===== config.mk =====
export PLATFORM = sky130hd
export DESIGN_NAME = double_ended_queue_buffer_unit_flat
export DESIGN_NICKNAME = d
export VERILOG_FILES = /design/src/rtl/deqb_pkg.sv /design/src/rtl/deqb_if.sv /design/src/rtl/deqb_ram.sv /design/src/rtl/deqb_ctrl.sv /design/src/rtl/deqb_dp.sv /design/src/rtl/double_ended_queue_buffer_unit.sv /design/src/flat_wrapper.sv
export SDC_FILE = /design/constraint.sdc
export NUM_CORES = 1
export LEC_CHECK = 0
export CAP_MARGIN = 15
export CORE_ASPECT_RATIO = 1.4
export CORE_MARGIN = 5
export CORE_UTILIZATION = 25
export CTS_CLUSTER_SIZE = 30
export DETAILED_ROUTE_END_ITERATION = 7
export DONT_BUFFER_PORTS = 1
export HOLD_SLACK_MARGIN = 0.02
export PLACE_DENSITY = 0.5
export SLEW_MARGIN = 15
export SYNTH_ARGS = -nofsm -noshare
export SYNTH_HDL_FRONTEND = slang
export SYNTH_HIERARCHICAL = 1
export SYNTH_SLANG_ARGS = --single-unit

===== constraint.sdc =====
create_clock -name clk -period 9.5 [get_ports clk]
set_clock_uncertainty 0.2 [all_clocks]
set_input_delay 1.425 -clock clk [delete_from_list [all_inputs] [get_ports clk]]
set_output_delay 1.425 -clock clk [all_outputs]
set_load 0.01 [all_outputs]

===== src/rtl/deqb_pkg.sv =====
`timescale 1ns / 1ps
// Shared types and codes for the double-ended queue buffer.
// No dependencies; used by the interfaces, controller and datapath.
package deqb_pkg;

	typedef logic [2:0] func_t;
	typedef logic [1:0] status_t;

	localparam func_t FN_PUSH_FRONT = 3'd0;
	localparam func_t FN_PUSH_BACK  = 3'd1;
	localparam func_t FN_POP_FRONT  = 3'd2;
	localparam func_t FN_POP_BACK   = 3'd3;
	localparam func_t FN_PEEK_FRONT = 3'd4;
	localparam func_t FN_PEEK_BACK  = 3'd5;

	localparam status_t ST_OK    = 2'd0;
	localparam status_t ST_EMPTY = 2'd1;
	localparam status_t ST_FULL  = 2'd2;

	typedef struct packed {
		logic    exec;
		func_t   func;
		logic    load_imm;
		logic    load_mem;
		status_t status;
	} deqb_cmd_t;

	typedef struct packed {
		logic empty;
		logic full;
	} deqb_sts_t;

endpackage


===== src/rtl/deqb_if.sv =====
`timescale 1ns / 1ps
// Request and response channel interfaces of the double-ended queue buffer.
// Depends on deqb_pkg for the function and status types.
interface deqb_req_if #(
	parameter int DATA_WIDTH = 8
);
	logic                  valid;
	logic                  ready;
	deqb_pkg::func_t       func;
	logic [DATA_WIDTH-1:0] value;

	modport source (output valid, output func, output value, input ready);
	modport sink   (input valid, input func, input value, output ready);
endinterface

interface deqb_rsp_if #(
	parameter int DATA_WIDTH = 8,
	parameter int DEPTH      = 16
);
	localparam int CW = $clog2(DEPTH + 1);

	logic                  valid;
	logic                  ready;
	logic [DATA_WIDTH-1:0] data_out;
	logic [CW-1:0]         count_out;
	deqb_pkg::status_t     status;

	modport source (output valid, output data_out, output count_out, output status,
		input ready);
	modport sink   (input valid, input data_out, input count_out, input status,
		output ready);
endinterface


===== src/rtl/deqb_ram.sv =====
`timescale 1ns / 1ps
// Generic single-write, single-read RAM with registered read data.
// No dependencies.
module deqb_ram #(
	parameter int WIDTH = 8,
	parameter int DEPTH = 16
) (
	input  logic                     clk,
	input  logic                     we,
	input  logic [$clog2(DEPTH)-1:0] waddr,
	input  logic [WIDTH-1:0]         wdata,
	input  logic                     re,
	input  logic [$clog2(DEPTH)-1:0] raddr,
	output logic [WIDTH-1:0]         rdata
);
	logic [WIDTH-1:0] mem_q [DEPTH];

	always_ff @(posedge clk) begin
		if (we) begin
			mem_q[waddr] <= wdata;
		end
		if (re) begin
			rdata <= mem_q[raddr];
		end
	end
endmodule


===== src/rtl/deqb_ctrl.sv =====
`timescale 1ns / 1ps
// Controller: request acceptance, status decision, response register load.
// Depends on deqb_pkg.
module deqb_ctrl (
	input  logic                clk,
	input  logic                arst_n,
	input  logic                in_valid,
	input  deqb_pkg::func_t     in_func,
	output logic                in_ready,
	output logic                out_valid,
	input  logic                out_ready,
	input  deqb_pkg::deqb_sts_t sts,
	output deqb_pkg::deqb_cmd_t cmd
);
	import deqb_pkg::*;

	localparam logic S_IDLE = 1'b0;
	localparam logic S_RD   = 1'b1;

	logic state_q;
	logic state_d;
	logic out_valid_q;
	logic slot_free;
	logic acc;
	logic is_push;
	logic is_read;
	logic err_full;
	logic err_empty;

	assign slot_free = !out_valid_q || out_ready;
	assign in_ready  = (state_q == S_IDLE) && slot_free;
	assign acc       = in_valid && in_ready;
	assign out_valid = out_valid_q;

	always_comb begin
		is_push = 1'b0;
		is_read = 1'b0;
		unique case (in_func) inside
			FN_PUSH_FRONT, FN_PUSH_BACK: is_push = 1'b1;
			FN_POP_FRONT, FN_POP_BACK, FN_PEEK_FRONT, FN_PEEK_BACK: is_read = 1'b1;
			default: ;
		endcase
	end

	assign err_full  = is_push && sts.full;
	assign err_empty = is_read && sts.empty;

	always_comb begin
		cmd.exec     = acc && (is_push || is_read) && !err_full && !err_empty;
		cmd.func     = in_func;
		cmd.load_imm = acc && !(is_read && !sts.empty);
		cmd.load_mem = (state_q == S_RD) && slot_free;
		cmd.status   = err_full ? ST_FULL : (err_empty ? ST_EMPTY : ST_OK);
	end

	always_comb begin
		state_d = state_q;
		unique case (state_q)
			S_IDLE: begin
				if (acc && is_read && !sts.empty) begin
					state_d = S_RD;
				end
			end
			S_RD: begin
				if (slot_free) begin
					state_d = S_IDLE;
				end
			end
			default: state_d = S_IDLE;
		endcase
	end

	always_ff @(posedge clk or negedge arst_n) begin
		if (!arst_n) begin
			state_q     <= S_IDLE;
			out_valid_q <= 1'b0;
		end else begin
			state_q <= state_d;
			if (cmd.load_imm || cmd.load_mem) begin
				out_valid_q <= 1'b1;
			end else if (out_ready) begin
				out_valid_q <= 1'b0;
			end
		end
	end
endmodule


===== src/rtl/deqb_dp.sv =====
`timescale 1ns / 1ps
// Datapath: ring pointers, element count, slot RAM and response register.
// Depends on deqb_pkg and deqb_ram.
module deqb_dp #(
	parameter int DATA_WIDTH = 8,
	parameter int DEPTH      = 16
) (
	input  logic                         clk,
	input  logic                         arst_n,
	input  deqb_pkg::deqb_cmd_t          cmd,
	input  logic [DATA_WIDTH-1:0]        in_value,
	output deqb_pkg::deqb_sts_t          sts,
	output logic [DATA_WIDTH-1:0]        data_out,
	output logic [$clog2(DEPTH+1)-1:0]   count_out,
	output deqb_pkg::status_t            status
);
	import deqb_pkg::*;

	localparam int AW = $clog2(DEPTH);
	localparam int CW = $clog2(DEPTH + 1);
	localparam logic [AW-1:0] LAST = AW'(DEPTH - 1);

	logic [AW-1:0]         head_q, tail_q, head_d, tail_d;
	logic [AW-1:0]         head_next, head_prev, tail_next, tail_prev;
	logic [CW-1:0]         cnt_q, cnt_d;
	logic                  we, re;
	logic [AW-1:0]         waddr, raddr;
	logic [DATA_WIDTH-1:0] rdata;
	logic [DATA_WIDTH-1:0] data_q;
	logic [CW-1:0]         count_q;
	status_t               status_q;

	assign head_next = (head_q == LAST) ? '0 : head_q + 1'b1;
	assign head_prev = (head_q == '0) ? LAST : head_q - 1'b1;
	assign tail_next = (tail_q == LAST) ? '0 : tail_q + 1'b1;
	assign tail_prev = (tail_q == '0) ? LAST : tail_q - 1'b1;

	assign sts.empty = (cnt_q == '0);
	assign sts.full  = (cnt_q == CW'(DEPTH));

	always_comb begin
		head_d = head_q;
		tail_d = tail_q;
		cnt_d  = cnt_q;
		we     = 1'b0;
		re     = 1'b0;
		waddr  = tail_q;
		raddr  = head_q;
		if (cmd.exec) begin
			unique case (cmd.func)
				FN_PUSH_FRONT: begin
					we     = 1'b1;
					waddr  = head_prev;
					head_d = head_prev;
					cnt_d  = cnt_q + 1'b1;
				end
				FN_PUSH_BACK: begin
					we     = 1'b1;
					waddr  = tail_q;
					tail_d = tail_next;
					cnt_d  = cnt_q + 1'b1;
				end
				FN_POP_FRONT: begin
					re     = 1'b1;
					raddr  = head_q;
					head_d = head_next;
					cnt_d  = cnt_q - 1'b1;
				end
				FN_POP_BACK: begin
					re     = 1'b1;
					raddr  = tail_prev;
					tail_d = tail_prev;
					cnt_d  = cnt_q - 1'b1;
				end
				FN_PEEK_FRONT: begin
					re    = 1'b1;
					raddr = head_q;
				end
				FN_PEEK_BACK: begin
					re    = 1'b1;
					raddr = tail_prev;
				end
				default: ;
			endcase
		end
	end

	deqb_ram #(
		.WIDTH (DATA_WIDTH),
		.DEPTH (DEPTH)
	) u_ram (
		.clk   (clk),
		.we    (we),
		.waddr (waddr),
		.wdata (in_value),
		.re    (re),
		.raddr (raddr),
		.rdata (rdata)
	);

	always_ff @(posedge clk or negedge arst_n) begin
		if (!arst_n) begin
			head_q <= '0;
			tail_q <= '0;
			cnt_q  <= '0;
		end else begin
			head_q <= head_d;
			tail_q <= tail_d;
			cnt_q  <= cnt_d;
		end
	end

	always_ff @(posedge clk) begin
		if (cmd.load_imm) begin
			data_q   <= '0;
			count_q  <= cnt_d;
			status_q <= cmd.status;
		end else if (cmd.load_mem) begin
			data_q   <= rdata;
			count_q  <= cnt_q;
			status_q <= ST_OK;
		end
	end

	assign data_out  = data_q;
	assign count_out = count_q;
	assign status    = status_q;
endmodule


===== src/rtl/double_ended_queue_buffer_unit.sv =====
`timescale 1ns / 1ps
// Top level of the bounded double-ended queue (ring buffer in a RAM).
// Depends on deqb_pkg, deqb_if, deqb_ctrl, deqb_dp, deqb_ram.
//
//  channel | dir | handshake    | payload
//  req     | in  | valid/ready  | func, value
//  rsp     | out | valid/ready  | data_out, count_out, status
//
// Pushes, failed requests and unused codes are accepted and answered into
// the response register at the same edge.
// A successful pop or peek answers from the registered RAM read, in S_RD.
// Reset clears pointers, count and control; slot contents are not cleared.
// A new request is taken while a response waits only if that response is
// being taken in the same cycle.
module double_ended_queue_buffer_unit #(
	parameter int DEPTH      = 16,
	parameter int DATA_WIDTH = 8
) (
	input logic                        clk,
	input logic                        arst_n,
	deqb_req_if.sink                   req,
	deqb_rsp_if.source                 rsp
);
	import deqb_pkg::*;

	deqb_cmd_t cmd;
	deqb_sts_t sts;
	logic      in_ready;
	logic      out_valid;

	deqb_ctrl u_ctrl (
		.clk       (clk),
		.arst_n    (arst_n),
		.in_valid  (req.valid),
		.in_func   (req.func),
		.in_ready  (in_ready),
		.out_valid (out_valid),
		.out_ready (rsp.ready),
		.sts       (sts),
		.cmd       (cmd)
	);

	deqb_dp #(
		.DATA_WIDTH (DATA_WIDTH),
		.DEPTH      (DEPTH)
	) u_dp (
		.clk       (clk),
		.arst_n    (arst_n),
		.cmd       (cmd),
		.in_value  (req.value),
		.sts       (sts),
		.data_out  (rsp.data_out),
		.count_out (rsp.count_out),
		.status    (rsp.status)
	);

	assign req.ready = in_ready;
	assign rsp.valid = out_valid;

	a_no_double_load: assert property (@(posedge clk) disable iff (!arst_n)
		!(cmd.load_imm && cmd.load_mem))
		else $error("immediate and memory response load in same cycle");

	a_load_into_free: assert property (@(posedge clk) disable iff (!arst_n)
		(cmd.load_imm || cmd.load_mem) |-> (!rsp.valid || rsp.ready))
		else $error("response register overwritten before transaction");

	a_read_blocks: assert property (@(posedge clk) disable iff (!arst_n)
		(cmd.exec && !cmd.load_imm) |=> !req.ready)
		else $error("request accepted while RAM read pending");

	a_err_zero: assert property (@(posedge clk) disable iff (!arst_n)
		(rsp.valid && rsp.status != ST_OK) |-> (rsp.data_out == '0))
		else $error("nonzero data on failed request");
endmodule


===== src/flat_wrapper.sv =====
// flat-port wrapper written by rule: the top's interface ports become plain ports
module double_ended_queue_buffer_unit_flat import deqb_pkg::*;
#(
	parameter int DEPTH      = 16,
	parameter int DATA_WIDTH = 8
)
  (clk, arst_n, req_valid, req_func, req_value, req_ready, rsp_valid, rsp_data_out, rsp_count_out, rsp_status, rsp_ready);
  deqb_req_if #(.DATA_WIDTH(DATA_WIDTH)) req_i ();
  deqb_rsp_if #(.DATA_WIDTH(DATA_WIDTH), .DEPTH(DEPTH)) rsp_i ();
  input logic clk;
  input logic arst_n;
  input wire logic [$bits(req_i.valid)-1:0] req_valid;
  input wire logic [$bits(req_i.func)-1:0] req_func;
  input wire logic [$bits(req_i.value)-1:0] req_value;
  output wire logic [$bits(req_i.ready)-1:0] req_ready;
  output wire logic [$bits(rsp_i.valid)-1:0] rsp_valid;
  output wire logic [$bits(rsp_i.data_out)-1:0] rsp_data_out;
  output wire logic [$bits(rsp_i.count_out)-1:0] rsp_count_out;
  output wire logic [$bits(rsp_i.status)-1:0] rsp_status;
  input wire logic [$bits(rsp_i.ready)-1:0] rsp_ready;
  assign req_i.valid = req_valid;
  assign req_i.func = req_func;
  assign req_i.value = req_value;
  assign req_ready = req_i.ready;
  assign rsp_valid = rsp_i.valid;
  assign rsp_data_out = rsp_i.data_out;
  assign rsp_count_out = rsp_i.count_out;
  assign rsp_status = rsp_i.status;
  assign rsp_i.ready = rsp_ready;
  double_ended_queue_buffer_unit #(.DEPTH(DEPTH), .DATA_WIDTH(DATA_WIDTH)) u_core (.clk(clk), .arst_n(arst_n), .req(req_i), .rsp(rsp_i));
endmodule

======== Word-level counts from Yosys, hierarchy flattened ========
Memory sizes are Yosys's and may differ from the RTL's. A register that Yosys moved wholly into a read port is not among the register bits.
Index checks and enable logic that the tools add are counted.
cells by class
  add/sub/neg operators ................... 6
  eq/ne operators ......................... 8
  muxes and demuxes ....................... 29
  bitwise logic cells ..................... 1
  reductions and logical operators ........ 34
operators with widths
  cell                 number
  $mux 4               8
  $pmux 4 s2           2
  $mux 5               3
  $logic_and 1x1->1    12
  $mux 1               11
  $pmux 5 s2           1
  $add 4x1->4 const B  2
  $eq 4x4->1 const B   2
  $logic_not 4->1      2
  $reduce_bool 2->1    4
  $sub 4x1->4 const B  2
  $eq 3x2->1 const B   2
  $eq 3x3->1 const B   2
  $mux 2               3
  $reduce_or 2->1      3
  $add 5x1->5 const B  1
  $eq 5x5->1 const B   1
  $logic_not 1->1      5
  $logic_not 5->1      1
  $sub 5x1->5 const B  1
  $reduce_and 2->1     2
  $reduce_or 4->1      1
  $eq 3x1->1 const B   1
  $logic_not 3->1      1
  other kinds (3)      5
word-level totals
  register bits ........................... 30
  memory bits (writable) .................. 128
  input port bits ......................... 15
  output and inout bits ................... 17
  word-level logic and storage cells ...... 87
  memories kept ........................... 1
memory list
  name                     words  bits a word  rd ports  clocked after Yosys merged registers in  wr ports  RTL line        source
  u_core.u_dp.u_ram.mem_q  16     8            1         1                                        1         deqb_ram.sv:16  logic [WIDTH-1:0] mem_q [DEPTH];

======== Logic depth before layout (Yosys ltp) ========
Gate-level depths: netlist of run 1.
  depth after elaboration ................. 10
  gate-level depth with buffers ........... 12
  gate-level depth less buffers ........... 10

======== Modules after synthesis ========
Netlist of run 1, hierarchy kept.
modules (own cells, without submodules)
  module     times used  cells each  area an instance (µm²)  sequential area each (µm²)
  deqb_ram   1           229         5227.5                  4083.9
  deqb_dp    1           178         1675.4                  695.7
  deqb_ctrl  1           20          176.4                   50.0

======== Worst setup path before layout of run 1 ========
OpenSTA, ideal clock, no wires.
  path type ............................... input -> register
  start ................................... input req_func[1]
  end ..................................... memory u_core.u_dp.u_ram.mem_q[0][0], enable pin
  setup time .............................. 0.383 ns
  arrival time ............................ 3.964 ns
  required time ........................... 8.917 ns
  slack ................................... 4.953 ns
  stages .................................. 9
  path buffers ............................ 1
  cell sequence ........................... xor2_1 nor2b_4 o21a_1 nand2b_1 clkbuf_1 nor3_2 mux2_1 or3b_2 nor3_1
RTL lines
  what             RTL line            source
  start, declared  flat_wrapper.sv:13  input wire logic [$bits(req_i.func)-1:0] req_func;
  end, declared    deqb_ram.sv:16

==> results of run 1 <==
==> cell usage after synthesis (3+ instances only) <==
master | n | share of area (%)
o21ai_1 | 6 | 0.42
a21oi_1 | 11 | 0.78
mux2i_1 | 12 | 1.7
dfxtp_1 | 8 | 2.3
nor3_1 | 7 | 0.49
dfrtp_1 | 15 | 5.3
nand2_1 | 24 | 1.3
o31ai_1 | 4 | 0.42
a22oi_1 | 16 | 1.7
nor2_1 | 38 | 2.0
nand2b_1 | 6 | 0.53
and2_1 | 3 | 0.27
mux2_2 | 3 | 0.48
o21ai_0 | 5 | 0.35
nor2b_1 | 8 | 0.71
buf_6 | 4 | 0.64
clkbuf_1 | 6 | 0.32
mux4_2 | 18 | 5.7
buf_2 | 3 | 0.21
xnor2_1 | 8 | 0.99
xor2_1 | 5 | 0.62
inv_1 | 9 | 0.48
buf_4 | 6 | 0.64
clkdlybuf4s25_2 | 3 | 0.42
edfxtp_1 | 143 | 61
mux4_1 | 14 | 5.2
ha_1 | 7 | 1.2
nand3b_1 | 3 | 0.32
==> logic make-up (layout without fill, tap and decap cells) <==
group | count (synthesis) | in the layout | synth area share, %
AO/OA/AOI/OAI | 56 | 56 | 5.37
XOR/XNOR | 13 | 13 | 1.61
adder cells (fa/ha/maj) | 8 | 8 | 1.52
buffers and inverters | 32 | 47 | 2.76
flip-flops | 166 | 166 | 68.2
multiplexers | 48 | 48 | 13.3
AND/OR/NAND/NOR | 104 | 104 | 7.26
==> worst paths after layout <==
| check | slack (ns) | depth (start not counted) | end |
|---|---|---|---|
| max | 5.06 | 8 | u_core/u_dp/u_ram/mem_q[3][0]$_DFFE_PP_ |
| min | 0.29 | 2 | u_core/u_dp/data_out[1]$_SDFFE_PP0P_ |
| max reg2reg | 5.32 | 11 | u_core/u_dp/u_ram/rdata[2]$_DFFE_PP_ |
| min reg2reg | 0.29 | 2 | u_core/u_dp/data_out[1]$_SDFFE_PP0P_ |
| max in group asynchronous | 8.54 | 0 | u_core/u_ctrl/state_q$_DFF_PN0_ |
| min in group asynchronous | 0.49 | 0 | u_core/u_dp/cnt_q[1]$_DFF_PN0_ |
==> cell type report <==
type	instances	area (um^2)
inverters	10	37.5
fillers	2785	20200
flip-flops and latches	166	4830
clock buffers	17	425
multi-input cells	229	2080
repair buffers	5	37.5
well taps	375	469
clock inverters	15	169
==> state kept, by name, summed over array words and instances, names as in the netlist <==
name                     count
u_core/u_dp/u_ram/mem_q    128
u_core/u_dp/status           2
u_core/u_dp/tail_q           4
u_core/u_ctrl/out_valid      1
u_core/u_dp/u_ram/rdata      8
u_core/u_dp/cnt_q            5
u_core/u_dp/count_out        5
u_core/u_dp/data_out         8
u_core/u_dp/head_q           4
u_core/u_ctrl/state_q        1
==> worst max-delay path: stages <==
cell      delay [ns]
inv_1           0.03
nor3_1          0.31
o21a_1          0.28
nand2b_1        0.23
nor3_2          0.39
mux2_1          0.41
or3b_2          0.52
nor2_1          0.68
==> metrics by stage <==
step	setup slack [ns]	total power (W)	utilization [%]
final	5.06	0.00224	28.5
after global routing	4.79	0.00235	28.5
after CTS	4.80	0.00226	28.5
after global placement	4.47	0.00155	26.4
after floorplan	4.95	0.00143	-
after detailed placement	4.33	0.00156	26.4
==> per-layer routing <==
layer	wire (um)	global-route usage (%)
met2	8760	18.8
met5	0	0
met4	259	3.82
met3	649	2.84
met1	5730	10.3
==> layout by cell type (no fill, tap or decap), types with 4 or more instances in the layout <==
cell       instances
clkbuf_16         17
o31ai_1            4
ha_1               7
mux4_2            18
inv_1              9
nor3_1             5
xor2_1             5
dfrtp_1           15
nor2_1            38
mux2i_1           12
o21ai_1            5
edfxtp_1         143
a22oi_1           16
nand2_1           24
a21oi_1           10
xnor2_1            8
buf_4              5
mux4_1            14
nor2b_1            8
o21ai_0            5
nand2b_1           6
dfxtp_1            8
inv_6              5
==> power by group through the flow <==
stage	combinational (W)	sequential (W)	clock, W
finish	0.000591	0.000955	0.000689
CTS	0.000597	0.000956	0.000704
detailed placement	0.000594	0.000970	0
global placement	0.000584	0.000969	0
global route	0.000651	0.000965	0.000739
floorplan	0.000501	0.000930	0
==> run metrics, run 1 <==
status finished, final reports clean; die footprint 31800 um^2; Die Wd 152 um; Slew headroom 31.8%; Synth warnings 6; Mean Syn Cell Area 16.6 um^2; num ports 32; Seq/Total Area, Yosys 68.2%; critical path type primary input to register; minimum clock period 4.44 ns; CTS sink count 166; fin crit share 46.7%; Post-synth EDFFs 143; dpl cells 785; pin count of the biggest net entering global routing 33; Post-Syn Area 7080 um^2; Vias 3631; cts hold-fix bufs 0; Max Cap Violations 0; Num CTS Buffers 17; HPWL Detailed 10700 um; Sum Neg Setup Slack 0 ns; Clock Latency Late Sink 0.43 ns; Starting Density 25.1%; Leak Pwr 2.65 nW; Routed WL 15400 um; DRT antenna net count 0; Hold WC Path Type register to register; Sequential Power Share 42.7%; Core Region 28200 um^2; postcts setup bufs 0; Synth cell types 54; nets 452; Resized Gates After CTS 0; post-synthesis register bit count 166; row cnt 73; Root Buffer clkbuf_16; reg2reg start u_core/u_dp/cnt_q[1]$_DFF_PN0_; Iter 0 DRT Violations 201; vias in the first global route 3890; worst path required time 9.35 ns; Placement Cell Area 7450 um^2; Worst Tran Pin Value 1.02 ns; area grow syn2layout 13.7%; PortBufs 0; FFs w/ async S/R, synth 9.04%; worst setup path start req_valid; GRT Overall Usage 9.94%; Via density 4.44; WP data arrival 4.29 ns; Min Hold Slack 0.293 ns; switching share of power 31.4%; Hold Fails Final Rpt 0; Antenna diodes 0; P_int 0.00153 W; Critical Path Fanout Max 9; htree depth 4; initial antenna violation count 0; DR pass1 iterations 4; grt ovf 0; HP Start u_core/u_dp/u_ram/rdata[1]$_DFFE_PP_; first-pass GRT wire length 23800 um; crit start category primary input; RSZ-0062 raised after global routing no; pwr/cell area 278 nW/um^2; Die H 209 um; Gate power share 26.5%; Mapped Nets 450; drt drc 0; synthesized netlist cell count 427; Crit. End Element register; max frequency 0.225 GHz; layout cells sized above 1 15.8%; global placer's final weighted congestion 0.785; DR WL/cell 18.9 um; Final setup viols 0; clock buffer depth 2; clock network fraction of total power 30.8%; Sw Pwr 0.000702 W; maximum VDD drop 0.000126 V; Post-synth top flop edfxtp_1; Slew Viols, Final 0; Worst-path clk slew 0.07 ns; Final Cell Area 8050 um^2; CTS tree done; Finished Layout Cells 817
Power figures use the tool's default switching activity.
==> run 2: changes to the inputs <==
--- a/config.mk
+++ b/config.mk
@@ -5,6 +5,7 @@
 export SDC_FILE = /design/constraint.sdc
 export NUM_CORES = 1
 export LEC_CHECK = 0
+export ABC_AREA = 1
 export CAP_MARGIN = 15
 export CORE_ASPECT_RATIO = 1.4
 export CORE_MARGIN = 5
==> constraint.sdc (replaced) <==
create_clock -name clk -period 4.2 [get_ports clk]
set_clock_uncertainty 0.2 [all_clocks]
set_input_delay 0.63 -clock clk [delete_from_list [all_inputs] [get_ports clk]]
set_output_delay 0.63 -clock clk [all_outputs]
set_load 0.01 [all_outputs]
==> run metrics, run 2 <==
Post-Syn Area 7720 um^2; PortBufs 0; Die H 218 um; Resized Gates After CTS 0; Synth cell types 34; DP Worst Slack 0.536 ns; Final setup viols 0; maximum VDD drop 0.000335 V; Die Wd 159 um; synthesized netlist cell count 804; postcts setup bufs 0; HPWL Detailed 13500 um; met1 WL 7900 um; Worst Tran Pin Value 1.02 ns; clock buffer depth 2; Post-synth top cells nand2_1 (233), edfxtp_1 (143), inv_1 (130), nand3_1 (113), nor2_1 (43); CTS tree done; Root Buffer clkbuf_16; drt drc 0; worst path required time 4.05 ns; vias in the first global route 5411; most frequent cell after synthesis nand2_1; Clock Latency Late Sink 0.43 ns; top layer in use met4; DR WL/cell 16.6 um; first-pass GRT wire length 30700 um; Sum Neg Setup Slack 0 ns; DRT antenna net count 0; Mean Syn Cell Area 9.61 um^2; FFs w/ async S/R, synth 9.04%; Post-synth EDFFs 143; GRT Overall Usage 11.8%; critical path type register to register; Hold Fails Final Rpt 0; Slew Viols, Final 0; post-layout util 28.4%; routed wl met2 10900 um; Finished Layout Cells 1209; fin crit share 90.2%; Slew headroom 31.8%; layout cells sized above 1 8.42%; die footprint 34600 um^2; pwr/cell area 628 nW/um^2; pin count of the biggest net entering global routing 65; RSZ-0062 raised after global routing no; CP most frequent cell inv_1; Worst-path clk slew 0.07 ns; global placer's final weighted congestion 0.838; Hold WC Path Type primary input to register; post-synth top area cell edfxtp_1; top cells by area, synth edfxtp_1 (56%), nand2_1 (11%), nand3_1 (7.3%); crit start category register; max frequency 0.264 GHz; max reg flops 128; Biggest register u_core/u_dp/u_ram/mem_q; Post-synth top flop edfxtp_1; DR pass1 iterations 5; Routed WL 20000 um; most frequent cells in the layout nand2_1 (233), edfxtp_1 (143), inv_1 (130); Core Region 30600 um^2; row cnt 76; Antenna diodes 0; initial antenna violation count 0; most common cell after layout, fill and taps aside nand2_1; r2r setup slk 0.41 ns; Synth warnings 6; Starting Density 25.2%; WP data arrival 3.64 ns; status finished, final reports clean; crit path cell chain inv_1, nand4_1, nor2_1, inv_1, nand3_2, a21oi_1, inv_1, nor2_4, inv_4, nor2_4, nand2_2, o21ai_0, nand2_1, nor2_1; htree depth 4; num ports 32; worst setup margin 0.413 ns; Num CTS Buffers 17; Max Cap Violations 0; CP max-delay cell nor2_1; top cell type's share of synthesized area 55.6%; Vias 5305; Mapped Nets 827; Iter 0 DRT Violations 490; Crit. End Element register; nets 829; minimum clock period 3.79 ns; Via density 4.39; Critical Path Fanout Max 8; Leak Pwr 3.67 nW; WL met3 777 um; cts hold-fix bufs 1; area grow syn2layout 12.6%; Seq/Total Area, Yosys 62.5%; dpl cells 1176; CTS sink count 166; post-synthesis register bit count 166; slowest stage delay, CP 0.71 ns; grt ovf 0
-- run 2: cell types whose count changed after synthesis, moves of 8 or more --
| cell | previous run | this run |
|---|---|---|
| a22oi_1 | 16 | 0 |
| inv_1 | 9 | 130 |
| mux4_2 | 18 | 0 |
| nand3_1 | 2 | 113 |
| nand2_1 | 24 | 233 |
| mux4_1 | 14 | 0 |
| mux2i_1 | 12 | 0 |
| nor2b_1 | 8 | 0 |
| buf_2 | 3 | 13 |
| o21ai_0 | 5 | 37 |
-- run 2: power breakdown --
| part | internal [W] | total [W] | switching (W) |
|---|---|---|---|
| clock | 0.000775 | 0.00147 | 0.000693 |
| combinational | 0.000560 | 0.00184 | 0.00128 |
| sequential | 0.00199 | 0.00215 | 0.000166 |
-- run 2: per-layer routing --
| layer | track usage [%] | up-vias |
|---|---|---|
| met4 | 4.04 | 0 |
| li1 | - | 2590 |
| met2 | 22.1 | 112 |
| met1 | 13.0 | 2578 |
| met3 | 2.22 | 25 |
| met5 | 0 | - |
-- run 2: critical path, delay by kind of cell, from the launching register on --
| family | cells | cell delay, ns |
|---|---|---|
| and+or+nand+nor | 8 | 1.83 |
| buffers and inverters | 4 | 0.43 |
| DFF | 1 | 0.38 |
| AOI/OAI and AO/OA | 2 | 0.56 |
-- run 2: layout make-up --
class,instances,area (um^2)
Tap cell,390,488
Inverter,141,532
Clock buffer,18,429
Fill cell,3207,21900
Multi-Input combinational cell,467,2170
Sequential cell,166,4830
Timing Repair Buffer,13,125
Clock inverter,14,119
-- run 2: cells by family (layout without fill, tap and decap cells) --
| kind of cell | Yosys count | in the layout | share of synthesized area [%] |
|---|---|---|---|
| compound gates | 47 | 47 | 3.35 |
| xor+xnor | 3 | 3 | 0.340 |
| fa+ha+maj | 8 | 8 | 1.39 |
| buf+inv | 171 | 186 | 9.52 |
| flops | 166 | 166 | 62.5 |
| simple gates | 409 | 409 | 22.9 |
-- run 2: per-stage QoR --
step | hold WS, ns | total power, W | area, um^2
finish | 0.0874 | 0.00546 | 8700
global placement | 0.135 | 0.00402 | 8140
CTS | 0.0730 | 0.00551 | 8700
floorplan | 0.134 | 0.00348 | 7720
detailed placement | 0.135 | 0.00404 | 8140
global route | 0.0721 | 0.00579 | 8700
-- run 2: final timing paths --
kind | from | endpoint | cells past startpoint
worst min-delay path | req_value[6] | u_core/u_dp/u_ram/mem_q[4][6]$_DFFE_PP_ | 0
worst min register to register | u_core/u_dp/u_ram/rdata[0]$_DFFE_PP_ | u_core/u_dp/data_out[0]$_SDFFE_PP0P_ | 2
max in group asynchronous | arst_n | u_core/u_dp/head_q[0]$_DFFE_PN0P_ | 1
worst max register to register | u_core/u_dp/cnt_q[0]$_DFF_PN0_ | u_core/u_dp/u_ram/mem_q[10][2]$_DFFE_PP_ | 14
min in group asynchronous | arst_n | u_core/u_dp/cnt_q[1]$_DFF_PN0_ | 1
worst max-delay path | u_core/u_dp/cnt_q[0]$_DFF_PN0_ | u_core/u_dp/u_ram/mem_q[10][2]$_DFFE_PP_ | 14
